$ cat src/rtl/mcfp_pkg.sv
// Shared types, constants and helpers of the motion command frame parser.
// No dependencies; the datapath, the sequencer and the top level import this package.
`timescale 1ns / 1ps
`default_nettype none
package mcfp_pkg;

	localparam int HOLD_DEPTH = 32;
	localparam int PW = $clog2(HOLD_DEPTH);
	localparam int CW = $clog2(HOLD_DEPTH + 1);

	typedef logic [PW-1:0] ptr_t;
	typedef logic [CW-1:0] cnt_t;

	localparam logic [7:0] HEAD_BYTE   = 8'hDF;
	localparam logic [7:0] TAIL_BYTE   = 8'hFD;
	localparam logic [7:0] VEL_TYPE_B  = 8'h67;
	localparam logic [7:0] VEL_LEN_B   = 8'h06;
	localparam logic [7:0] DISP_TYPE_B = 8'h64;
	localparam logic [7:0] DISP_LEN_B  = 8'd14;
	localparam int VEL_FRAME_LEN  = 14;
	localparam int DISP_FRAME_LEN = 22;
	localparam int HDR_LEN        = 6;
	localparam int FIELD_START    = 6;
	localparam int VEL_FIELD_END  = 11;
	localparam int DISP_FIELD_END = 19;
	localparam int FIELD_BYTES    = 14;
	localparam logic [16:0] IDLE_MAX = 17'h1FFFF;

	localparam logic [7:0]  DEST_RESET    = 8'h01;
	localparam logic [7:0]  SOURCE_RESET  = 8'h97;
	localparam logic [7:0]  TYPE_RESET    = 8'h02;
	localparam logic [15:0] TIMEOUT_RESET = 16'd100;

	localparam logic [1:0] REG_DEST    = 2'd0;
	localparam logic [1:0] REG_SOURCE  = 2'd1;
	localparam logic [1:0] REG_TYPE    = 2'd2;
	localparam logic [1:0] REG_TIMEOUT = 2'd3;

	typedef struct packed {
		logic push;
		logic tick;
		logic drop;
		cnt_t drop_len;
		ptr_t rd_offset;
		logic sum_add;
		logic capture;
		logic emit;
		logic kind;
	} dp_cmd_t;

	typedef struct packed {
		cnt_t       count;
		logic [7:0] rd_byte;
		logic       cfg_match;
		logic       sum_match;
		logic       out_free;
	} dp_status_t;

	// Circular buffer index addition; both operands are below HOLD_DEPTH.
	function automatic ptr_t ptr_add(ptr_t a, ptr_t b);
		logic [PW:0] s;
		s = {1'b0, a} + {1'b0, b};
		if (s >= (PW + 1)'(HOLD_DEPTH))
			s = s - (PW + 1)'(HOLD_DEPTH);
		return s[PW-1:0];
	endfunction

endpackage
`default_nettype wire

$ cat src/rtl/mcfp_in_if.sv
// Input channel of the frame parser: received bytes and millisecond ticks.
// Stand-alone interface, no dependencies.
`timescale 1ns / 1ps
`default_nettype none
interface mcfp_in_if;
	logic       valid;
	logic       ready;
	logic       mode;
	logic [7:0] data_byte;

	modport source (output valid, output mode, output data_byte, input ready);
	modport sink (input valid, input mode, input data_byte, output ready);
endinterface
`default_nettype wire

$ cat src/rtl/mcfp_out_if.sv
// Result channel of the frame parser: one decoded motion command per transaction.
// Stand-alone interface, no dependencies.
`timescale 1ns / 1ps
`default_nettype none
interface mcfp_out_if;
	logic               valid;
	logic               ready;
	logic               frame_kind;
	logic signed [31:0] x_value;
	logic signed [31:0] y_value;
	logic signed [31:0] turn_value;
	logic [15:0]        target_speed;

	modport source (output valid, output frame_kind, output x_value, output y_value,
		output turn_value, output target_speed, input ready);
	modport sink (input valid, input frame_kind, input x_value, input y_value,
		input turn_value, input target_speed, output ready);
endinterface
`default_nettype wire

$ cat src/rtl/mcfp_datapath.sv
// Datapath of the frame parser: byte holding memory, counters, config registers,
// checksum, field capture and the result register. Depends on mcfp_pkg, mcfp_out_if.
`timescale 1ns / 1ps
`default_nettype none
module mcfp_datapath
	import mcfp_pkg::*;
(
	input  wire logic       clk,
	input  wire logic       arst_n,
	input  wire logic [7:0] data_byte,
	input  wire logic       cfg_we,
	input  wire logic [1:0] cfg_index,
	input  wire logic [15:0] cfg_data,
	input  wire dp_cmd_t    cmd,
	output dp_status_t      status,
	mcfp_out_if.source      out_ch
);

	logic [7:0]  mem [HOLD_DEPTH];
	logic [7:0]  rd_q;
	ptr_t        head_q;
	cnt_t        count_q;
	logic [16:0] idle_q;
	logic [7:0]  dest_q, source_q, type_q;
	logic [15:0] timeout_q;
	logic [7:0]  sum_q;
	logic [7:0]  fld_q [FIELD_BYTES];
	logic        out_valid_q;

	cnt_t c0;
	logic full;
	ptr_t head_p, wr_addr, rd_addr;
	logic [7:0] cfg_sel;

	always_comb begin
		c0 = (count_q != '0 && idle_q > {1'b0, timeout_q}) ? '0 : count_q;
		full = (c0 == CW'(HOLD_DEPTH));
		head_p = full ? ptr_add(head_q, PW'(1)) : head_q;
		wr_addr = ptr_add(head_p, full ? PW'(HOLD_DEPTH - 1) : c0[PW-1:0]);
		rd_addr = ptr_add(head_q, cmd.rd_offset);
		case (cmd.rd_offset)
			PW'(1): cfg_sel = dest_q;
			PW'(2): cfg_sel = source_q;
			PW'(3): cfg_sel = type_q;
			default: cfg_sel = '0;
		endcase
	end

	always_ff @(posedge clk) begin
		if (cmd.push)
			mem[wr_addr] <= data_byte;
		rd_q <= mem[rd_addr];
	end

	always_ff @(posedge clk or negedge arst_n) begin
		if (!arst_n) begin
			head_q <= '0;
			count_q <= '0;
			idle_q <= '0;
			dest_q <= DEST_RESET;
			source_q <= SOURCE_RESET;
			type_q <= TYPE_RESET;
			timeout_q <= TIMEOUT_RESET;
			out_valid_q <= 1'b0;
		end else begin
			if (cfg_we) begin
				case (cfg_index)
					REG_DEST:    dest_q <= cfg_data[7:0];
					REG_SOURCE:  source_q <= cfg_data[7:0];
					REG_TYPE:    type_q <= cfg_data[7:0];
					REG_TIMEOUT: timeout_q <= cfg_data;
					default: ;
				endcase
			end
			if (cmd.tick && idle_q != IDLE_MAX)
				idle_q <= idle_q + 17'd1;
			if (cmd.push) begin
				idle_q <= '0;
				head_q <= head_p;
				count_q <= full ? CW'(HOLD_DEPTH) : c0 + CW'(1);
			end else if (cmd.drop) begin
				head_q <= ptr_add(head_q, cmd.drop_len[PW-1:0]);
				count_q <= count_q - cmd.drop_len;
			end
			if (cmd.emit)
				out_valid_q <= 1'b1;
			else if (out_ch.ready)
				out_valid_q <= 1'b0;
		end
	end

	always_ff @(posedge clk) begin
		if (cmd.sum_add)
			sum_q <= (cmd.rd_offset == '0) ? rd_q : sum_q + rd_q;
		if (cmd.capture) begin
			for (int i = 0; i < FIELD_BYTES - 1; i++)
				fld_q[i] <= fld_q[i+1];
			fld_q[FIELD_BYTES-1] <= rd_q;
		end
		if (cmd.emit) begin
			out_ch.frame_kind <= cmd.kind;
			if (cmd.kind) begin
				out_ch.x_value <= {fld_q[3], fld_q[2], fld_q[1], fld_q[0]};
				out_ch.y_value <= {fld_q[7], fld_q[6], fld_q[5], fld_q[4]};
				out_ch.turn_value <= {fld_q[11], fld_q[10], fld_q[9], fld_q[8]};
				out_ch.target_speed <= {fld_q[13], fld_q[12]};
			end else begin
				// Velocity fields sit in the upper six bytes of the capture line.
				out_ch.x_value <= {{16{fld_q[9][7]}}, fld_q[9], fld_q[8]};
				out_ch.y_value <= {{16{fld_q[11][7]}}, fld_q[11], fld_q[10]};
				out_ch.turn_value <= {{16{fld_q[13][7]}}, fld_q[13], fld_q[12]};
				out_ch.target_speed <= '0;
			end
		end
	end

	assign out_ch.valid = out_valid_q;

	always_comb begin
		status.count = count_q;
		status.rd_byte = rd_q;
		status.cfg_match = (rd_q == cfg_sel);
		status.sum_match = (rd_q == sum_q);
		status.out_free = !out_valid_q || out_ch.ready;
	end

`ifndef SYNTHESIS
	a_count_bound: assert property (@(posedge clk) disable iff (!arst_n)
		count_q <= CW'(HOLD_DEPTH)) else $error("held count beyond depth");
	a_drop_held: assert property (@(posedge clk) disable iff (!arst_n)
		cmd.drop |-> (cmd.drop_len <= count_q && cmd.drop_len != '0))
		else $error("drop larger than held bytes");
	a_push_holds: assert property (@(posedge clk) disable iff (!arst_n)
		cmd.push |=> count_q != '0) else $error("pushed byte not held");
	a_emit_valid: assert property (@(posedge clk) disable iff (!arst_n)
		cmd.emit |=> out_valid_q) else $error("result not presented");
`endif

endmodule
`default_nettype wire

$ cat src/rtl/mcfp_ctrl.sv
// Sequencer of the frame parser: syncs on the head byte, walks the header and
// the frame body through the datapath read port. Depends on mcfp_pkg.
`timescale 1ns / 1ps
`default_nettype none
module mcfp_ctrl
	import mcfp_pkg::*;
(
	input  wire logic       clk,
	input  wire logic       arst_n,
	input  wire logic       in_valid,
	input  wire logic       in_mode,
	output logic            in_ready,
	input  wire dp_status_t status,
	output dp_cmd_t         cmd
);

	typedef enum logic [2:0] {
		S_IDLE, S_SYNC_RD, S_SYNC_CHK, S_HDR_RD, S_HDR_CHK, S_SUM_RD, S_SUM_CHK, S_EMIT
	} state_t;

	state_t state_q;
	ptr_t   offset_q;
	logic   disp_q;

	cnt_t flen;
	ptr_t last_field;
	logic hdr_ok, tail_bad, sum_last;

	always_comb begin
		flen = disp_q ? CW'(DISP_FRAME_LEN) : CW'(VEL_FRAME_LEN);
		last_field = disp_q ? PW'(DISP_FIELD_END) : PW'(VEL_FIELD_END);
		case (offset_q)
			PW'(4): hdr_ok = (status.rd_byte == VEL_TYPE_B) || (status.rd_byte == DISP_TYPE_B);
			PW'(5): hdr_ok = status.rd_byte == (disp_q ? DISP_LEN_B : VEL_LEN_B);
			default: hdr_ok = status.cfg_match;
		endcase
		sum_last = ({1'b0, offset_q} == (PW + 1)'(flen - CW'(1)));
		tail_bad = ({1'b0, offset_q} == (PW + 1)'(flen - CW'(2)))
			&& (status.rd_byte != TAIL_BYTE);
	end

	always_comb begin
		in_ready = (state_q == S_IDLE);
		cmd = '0;
		cmd.push = in_ready && in_valid && !in_mode;
		cmd.tick = in_ready && in_valid && in_mode;
		cmd.rd_offset = offset_q;
		cmd.kind = disp_q;
		cmd.drop_len = CW'(1);
		case (state_q)
			S_SYNC_CHK: cmd.drop = (status.rd_byte != HEAD_BYTE);
			S_HDR_CHK:  cmd.drop = !hdr_ok;
			S_SUM_CHK: begin
				cmd.drop = tail_bad || (sum_last && !status.sum_match);
				cmd.sum_add = !sum_last;
				cmd.capture = (offset_q >= PW'(FIELD_START)) && (offset_q <= last_field);
			end
			S_EMIT: begin
				cmd.emit = status.out_free;
				cmd.drop = status.out_free;
				cmd.drop_len = flen;
			end
			default: ;
		endcase
	end

	always_ff @(posedge clk or negedge arst_n) begin
		if (!arst_n) begin
			state_q <= S_IDLE;
			offset_q <= '0;
			disp_q <= 1'b0;
		end else begin
			case (state_q)
				S_IDLE: begin
					offset_q <= '0;
					if (cmd.push)
						state_q <= S_SYNC_RD;
				end
				S_SYNC_RD: state_q <= (status.count == '0) ? S_IDLE : S_SYNC_CHK;
				S_SYNC_CHK: begin
					if (status.rd_byte != HEAD_BYTE)
						state_q <= S_SYNC_RD;
					else if (status.count < CW'(HDR_LEN))
						state_q <= S_IDLE;
					else begin
						offset_q <= PW'(1);
						state_q <= S_HDR_RD;
					end
				end
				S_HDR_RD: state_q <= S_HDR_CHK;
				S_HDR_CHK: begin
					if (offset_q == PW'(4))
						disp_q <= (status.rd_byte == DISP_TYPE_B);
					if (!hdr_ok) begin
						offset_q <= '0;
						state_q <= S_SYNC_RD;
					end else if (offset_q == PW'(5)) begin
						offset_q <= '0;
						state_q <= (status.count < flen) ? S_IDLE : S_SUM_RD;
					end else begin
						offset_q <= offset_q + PW'(1);
						state_q <= S_HDR_RD;
					end
				end
				S_SUM_RD: state_q <= S_SUM_CHK;
				S_SUM_CHK: begin
					if (cmd.drop) begin
						offset_q <= '0;
						state_q <= S_SYNC_RD;
					end else if (sum_last)
						state_q <= S_EMIT;
					else begin
						offset_q <= offset_q + PW'(1);
						state_q <= S_SUM_RD;
					end
				end
				S_EMIT: begin
					if (status.out_free) begin
						offset_q <= '0;
						state_q <= S_SYNC_RD;
					end
				end
				default: state_q <= S_IDLE;
			endcase
		end
	end

`ifndef SYNTHESIS
	a_ready_idle: assert property (@(posedge clk) disable iff (!arst_n)
		cmd.push |=> !in_ready) else $error("byte accepted while busy");
	a_sync_offset: assert property (@(posedge clk) disable iff (!arst_n)
		(state_q == S_SYNC_RD) |-> offset_q == '0) else $error("sync read not at front");
	a_emit_len: assert property (@(posedge clk) disable iff (!arst_n)
		cmd.emit |-> status.count >= flen) else $error("frame emitted while short");
`endif

endmodule
`default_nettype wire

$ cat src/rtl/motion_command_frame_parser.sv
// Top level of the motion command frame parser: sequencer plus datapath.
// Depends on mcfp_pkg, mcfp_in_if, mcfp_out_if, mcfp_ctrl and mcfp_datapath.
//
// Each input transaction is a byte or a millisecond tick. After a byte the
// sequencer reads held bytes one at a time, since the holding memory has one
// read port with registered data: a sync check on the head byte, a header
// check, then a checksum walk over the velocity or displacement frame; each
// mismatch drops one byte and rescans from the new front. ready is high only
// while the sequencer is idle. A decoded frame waits in the result register
// without blocking the next byte; the sequencer stalls only when a second
// frame is due before the first is taken. No clearing pass follows reset.
`timescale 1ns / 1ps
`default_nettype none
module motion_command_frame_parser
	import mcfp_pkg::*;
(
	input  wire logic        clk,
	input  wire logic        arst_n,
	mcfp_in_if.sink          byte_ch,
	mcfp_out_if.source       result_ch,
	input  wire logic        cfg_we,
	input  wire logic [1:0]  cfg_index,
	input  wire logic [15:0] cfg_data
);

	dp_cmd_t    cmd;
	dp_status_t status;

	mcfp_ctrl u_ctrl (
		.clk      (clk),
		.arst_n   (arst_n),
		.in_valid (byte_ch.valid),
		.in_mode  (byte_ch.mode),
		.in_ready (byte_ch.ready),
		.status   (status),
		.cmd      (cmd)
	);

	mcfp_datapath u_datapath (
		.clk       (clk),
		.arst_n    (arst_n),
		.data_byte (byte_ch.data_byte),
		.cfg_we    (cfg_we),
		.cfg_index (cfg_index),
		.cfg_data  (cfg_data),
		.cmd       (cmd),
		.status    (status),
		.out_ch    (result_ch)
	);

endmodule
`default_nettype wire
$ cat src/flat_wrapper.sv
// flat-port wrapper written by rule: the top's interface ports become plain ports
module motion_command_frame_parser_flat import mcfp_pkg::*;
  (clk, arst_n, cfg_we, cfg_index, cfg_data, byte_ch_valid, byte_ch_mode, byte_ch_data_byte, byte_ch_ready, result_ch_valid, result_ch_frame_kind, result_ch_x_value, result_ch_y_value, result_ch_turn_value, result_ch_target_speed, result_ch_ready);
  mcfp_in_if byte_ch_i ();
  mcfp_out_if result_ch_i ();
  input  wire logic clk;
  input  wire logic arst_n;
  input  wire logic cfg_we;
  input  wire logic [1:0] cfg_index;
  input  wire logic [15:0] cfg_data;
  input wire logic [$bits(byte_ch_i.valid)-1:0] byte_ch_valid;
  input wire logic [$bits(byte_ch_i.mode)-1:0] byte_ch_mode;
  input wire logic [$bits(byte_ch_i.data_byte)-1:0] byte_ch_data_byte;
  output wire logic [$bits(byte_ch_i.ready)-1:0] byte_ch_ready;
  output wire logic [$bits(result_ch_i.valid)-1:0] result_ch_valid;
  output wire logic [$bits(result_ch_i.frame_kind)-1:0] result_ch_frame_kind;
  output wire logic [$bits(result_ch_i.x_value)-1:0] result_ch_x_value;
  output wire logic [$bits(result_ch_i.y_value)-1:0] result_ch_y_value;
  output wire logic [$bits(result_ch_i.turn_value)-1:0] result_ch_turn_value;
  output wire logic [$bits(result_ch_i.target_speed)-1:0] result_ch_target_speed;
  input wire logic [$bits(result_ch_i.ready)-1:0] result_ch_ready;
  assign byte_ch_i.valid = byte_ch_valid;
  assign byte_ch_i.mode = byte_ch_mode;
  assign byte_ch_i.data_byte = byte_ch_data_byte;
  assign byte_ch_ready = byte_ch_i.ready;
  assign result_ch_valid = result_ch_i.valid;
  assign result_ch_frame_kind = result_ch_i.frame_kind;
  assign result_ch_x_value = result_ch_i.x_value;
  assign result_ch_y_value = result_ch_i.y_value;
  assign result_ch_turn_value = result_ch_i.turn_value;
  assign result_ch_target_speed = result_ch_i.target_speed;
  assign result_ch_i.ready = result_ch_ready;
  motion_command_frame_parser u_core (.clk(clk), .arst_n(arst_n), .byte_ch(byte_ch_i), .result_ch(result_ch_i), .cfg_we(cfg_we), .cfg_index(cfg_index), .cfg_data(cfg_data));
endmodule
$ cat config.mk
export PLATFORM = sky130hd
export DESIGN_NAME = motion_command_frame_parser_flat
export DESIGN_NICKNAME = d
export VERILOG_FILES = /design/src/rtl/mcfp_pkg.sv /design/src/rtl/mcfp_in_if.sv /design/src/rtl/mcfp_out_if.sv /design/src/rtl/mcfp_datapath.sv /design/src/rtl/mcfp_ctrl.sv /design/src/rtl/motion_command_frame_parser.sv /design/src/flat_wrapper.sv
export SDC_FILE = /design/constraint.sdc
export NUM_CORES = 1
export LEC_CHECK = 0
export BUFFER_PORTS_ARGS = -buffer_cell sky130_fd_sc_hd__buf_4
export CORE_ASPECT_RATIO = 2
export CORE_MARGIN = 5
export CORE_UTILIZATION = 40
export CTS_CLUSTER_DIAMETER = 150
export DETAILED_ROUTE_END_ITERATION = 12
export GPL_TIMING_DRIVEN = 0
export PLACE_DENSITY = 0.57
export SKIP_CTS_REPAIR_TIMING = 1
export SYNTH_ARGS = -nofsm -noshare
export SYNTH_HDL_FRONTEND = slang
export SYNTH_SLANG_ARGS = --single-unit
$ cat constraint.sdc
create_clock -name clk -period 25.1 [get_ports clk]
set_input_delay 1.255 -clock clk [delete_from_list [all_inputs] [get_ports clk]]
set_output_delay 1.255 -clock clk [all_outputs]
set_load 0.01 [all_outputs]
==> metrics.cfg <==
[drt]
ant_nets=0
wl_per_cell_um=24.6
wirelength_um=63400
first_pass_iters=5
drt-initial-drc-count=785
drcViolationCount=0
vias=14100
vias_per_cell=5.46

[clock_tree]
clk_pin_slew_worst_paths_ns=0.07
cts_buffers=50
cts.sinks=575
cts_tree=done
clockRootBuffer=clkbuf_16
h-tree-depth=2
clock_path_buffers=3
insertion_delay_ns=0.58

[setup_path]
critPathCaptureType=flop
path_delay_family=simple AND/OR/NAND/NOR gates
crit_chain=ha_1 > nand4b_1 > nor3_1 > a21boi_1 > o31ai_2 > clkbuf_1 > nand2_1 > ha_1 > nand3b_4 > nor3_1 > o211ai_1 > o32a_1 > nand2_1 > inv_1 > fa_1 > nand2b_1 > nor3b_1 > mux2_4 > o21ai_0 > a32oi_4 > xor2_1 > buf_4 > nor4_2 > buf_4
cpPeakStageDelay_ns=0.64
timing.rr.start=u_core.u_datapath.idle_q[15]$_DFFE_PN0P_
worst-path-buf-inv=4
cpMaxStageDelayCell=nor4_2
rrSetupSlack_ns=17.45
critPathMaxFanout=10
start_kind=flop
path_class=flop to flop
cp.arrival_ns=7.93
r2r_end=u_core.u_datapath.mem[0][7]$_DFFE_PP_
reg2reg_depth=24
cp.required_ns=25.39

[floorplan]
core_area_um2=60700
die_x_um=185
pin_count=147
die-height_um=359
die_area_um2=66300
rows=128
initial_core_util_pct=40.2

[timing]
final.period_utilization_pct=30.5
maxSlewHeadroom_pct=15.6
slew_violations=0
tightestPinTransition_ns=1.26
rsz0062_at_grt=false
final-setup-viol-count=0
fin_skew_ns=0.0185
hold_viol=0
finalCriticalPeriod_ns=7.65
setup_tns_ns=0
fmax_mhz=131

[pwr]
seq_power_share_pct=38.0
irDropWorstVdd_mv=0.0577
power_leakage_nw=10.2
combPwrFrac_pct=36.6
power.switching_mw=1.03
power_mw=2.98
pwr_density_cell_nw_per_um2=104
p_sw_share_pct=34.7
p_clk_share_pct=25.4
internal_power_mw=1.94

[worst_hold_path]
hold_end=u_core.u_datapath.fld_q[0][30]$_DFFE_PP_
hp-class=flop to flop
min_from=u_core.u_datapath.fld_q[0][38]$_DFFE_PP_
hold_depth=0

[synthesis]
syn_inst=1506
synthTopCellsByArea=edfxtp_1 (60%), mux4_2 (7.4%), dfrtp_1 (7.0%), mux2_2 (4.4%), ha_1 (2.7%)
ys_seq_area_share_pct=68.9
synth.top_cell.area_share_pct=60.2
avgSynthCellArea_um2=16.2
synth_area_leader_cell=edfxtp_1
synth.most_common_cell=edfxtp_1
synth_edf_count=489
synth_flop_cell=edfxtp_1
syn_nets=1595
synthArstFlopShare_pct=13.6
synth_commonest_cells=edfxtp_1 (489), nand2_1 (159), mux2_2 (96)
synth_seq_cells=575
synth_area_um2=24400
ys_types=87
ys_warn_count=0

[layout]
fin_area_um2=28700
drive_gt1_share_pct=29.1
diodes=0
area_growth_pct=17.6
fin_nets=1843
fin_cells=2575
fillCellCount=5224

[placed_design]
portBuffers=145
dp_hpwl_um=47500
gp_congestion=0.867
placed_cell_area_um2=27100
post-place-cells=2482

[global_routing]
antenna_found_initial=0
grt_pass1_wl_um=93000
grt_pass1_vias=14900
track_usage_pct=18.7
grt_max_degree=79
grt_overflow=0

[run_status]
outcome=complete, no violations

[job]
cap_viol_max_count=0

## state kept, by name, summed over array words and instances (netlist names)
| signal | cells |
|---|---|
| u_core.u_datapath.timeout_q | 16 |
| u_core.u_datapath.source_q | 8 |
| u_core.u_ctrl.disp_q | 1 |
| u_core.u_datapath.dest_q | 8 |
| u_core.u_datapath.fld_q | 112 |
| u_core.u_datapath.sum_q | 8 |
| u_core.u_datapath.out_ch.x_value | 32 |
| u_core.u_datapath.out_ch.valid | 1 |
| u_core.u_datapath.count_q | 6 |
| u_core.u_datapath.out_ch.turn_value | 32 |
| u_core.u_datapath.rd_q | 8 |
| u_core.u_ctrl.offset_q | 5 |
| u_core.u_datapath.out_ch.target_speed | 16 |
| u_core.u_datapath.type_q | 8 |
| u_core.u_datapath.mem | 256 |
| u_core.u_datapath.out_ch.frame_kind | 1 |
| u_core.u_datapath.idle_q | 17 |
| u_core.u_datapath.out_ch.y_value | 32 |
| u_core.u_datapath.head_q | 5 |
| u_core.u_ctrl.state_q | 3 |
## layer usage
metal,global-route usage [%],routed length [µm]
met5,0,0
met4,9.16,3220
met3,2.12,2450
met2,37.3,36600
met1,18.5,21100
## worst register-to-register path, cell delays in order, from the launching register on
cell	delay, ns
dfrtp_1	0.41
ha_1	0.32
nand4b_1	0.21
nor3_1	0.30
a21boi_1	0.41
o31ai_2	0.25
clkbuf_1	0.30
nand2_1	0.20
ha_1	0.22
nand3b_4	0.10
nor3_1	0.54
o211ai_1	0.18
o32a_1	0.40
nand2_1	0.13
inv_1	0.07
fa_1	0.50
nand2b_1	0.28
nor3b_1	0.24
mux2_4	0.18
o21ai_0	0.13
a32oi_4	0.37
xor2_1	0.37
buf_4	0.32
nor4_2	0.64
buf_4	0.26
## final cells by class
| class | instances | area [µm²] | share of cell area, % |
|---|---|---|---|
| sequential | 575 | 16800 | 58.6 |
| multi-input combinational | 818 | 7340 | 25.6 |
| timing repair buffer | 196 | 1500 | 5.24 |
| clock buffer | 60 | 1310 | 4.57 |
| tap | 780 | 976 | 3.40 |
| buffer | 68 | 298 | 1.04 |
| clock inverter | 33 | 265 | 0.925 |
| inverter | 45 | 169 | 0.589 |
## how the worst max path moves through the flow
stage                                                  start                                      end  slack, ns  cells past startpoint
detailed placement  u_core.u_datapath.idle_q[15]$_DFFE_PN0P_    u_core.u_datapath.mem[0][0]$_DFFE_PP_      17.45                     24
global route        u_core.u_datapath.idle_q[14]$_DFFE_PN0P_    u_core.u_datapath.mem[1][0]$_DFFE_PP_      16.90                     24
floorplan                   u_core.u_ctrl.disp_q$_DFFE_PN0P_  u_core.u_datapath.fld_q[0][0]$_DFFE_PP_       5.27                      6
finish              u_core.u_datapath.idle_q[15]$_DFFE_PN0P_    u_core.u_datapath.mem[0][7]$_DFFE_PP_      17.45                     24
global placement            u_core.u_ctrl.disp_q$_DFFE_PN0P_  u_core.u_datapath.fld_q[0][5]$_DFFE_PP_      -2.55                      6
CTS                 u_core.u_datapath.idle_q[15]$_DFFE_PN0P_    u_core.u_datapath.mem[0][7]$_DFFE_PP_      17.41                     24
## kinds of logic (layout without fill, tap and decap cells)
family	count (synthesis)	in the layout	synth area share, %
compound gates	169	169	4.96
xor+xnor	36	36	1.32
mux	184	184	12.2
flops	575	575	68.9
buf+inv	113	402	1.91
fa+ha+maj	57	57	3.08
simple gates	372	372	7.63
## power groups by stage
stage | Combinational [mW] | Sequential, mW | Clock [mW]
3_5_place_dp | 1.09 | 1.15 | 0
2_1_floorplan | 0.725 | 1.13 | 0
6_report | 1.09 | 1.13 | 0.755
5_1_grt | 1.16 | 1.14 | 0.808
3_3_place_gp | 1.03 | 1.15 | 0
4_1_cts | 1.10 | 1.13 | 0.776
## through the flow
stage / utilization, % / setup WS (ns) / hold WS (ns)
2_1_floorplan: - / 5.27 / 0.420
3_3_place_gp: 43.6 / -2.55 / 0.427
3_5_place_dp: 44.6 / 17.45 / 0.428
4_1_cts: 47.2 / 17.41 / 0.440
5_1_grt: 47.2 / 16.90 / 0.460
6_report: 47.2 / 17.45 / 0.439
## placed cells by master, fill, tap and decap left out, drive strengths merged, types with 9 or more instances in the layout
cell      n
and3     12
edfxtp  489
inv      49
xor2     18
dfrtp    68
buf     217
nand3    29
mux2     97
clkinv   23
mux4     80
o21ai    38
clkbuf  107
nor2     35
and2     22
nand4     9
nand2   159
nor3     15
nor4     35
or3      16
ha       52
a21o     10
dfstp    10
a21oi    37
xnor2    18
Note: power is estimated with default switching activity, not from simulation.
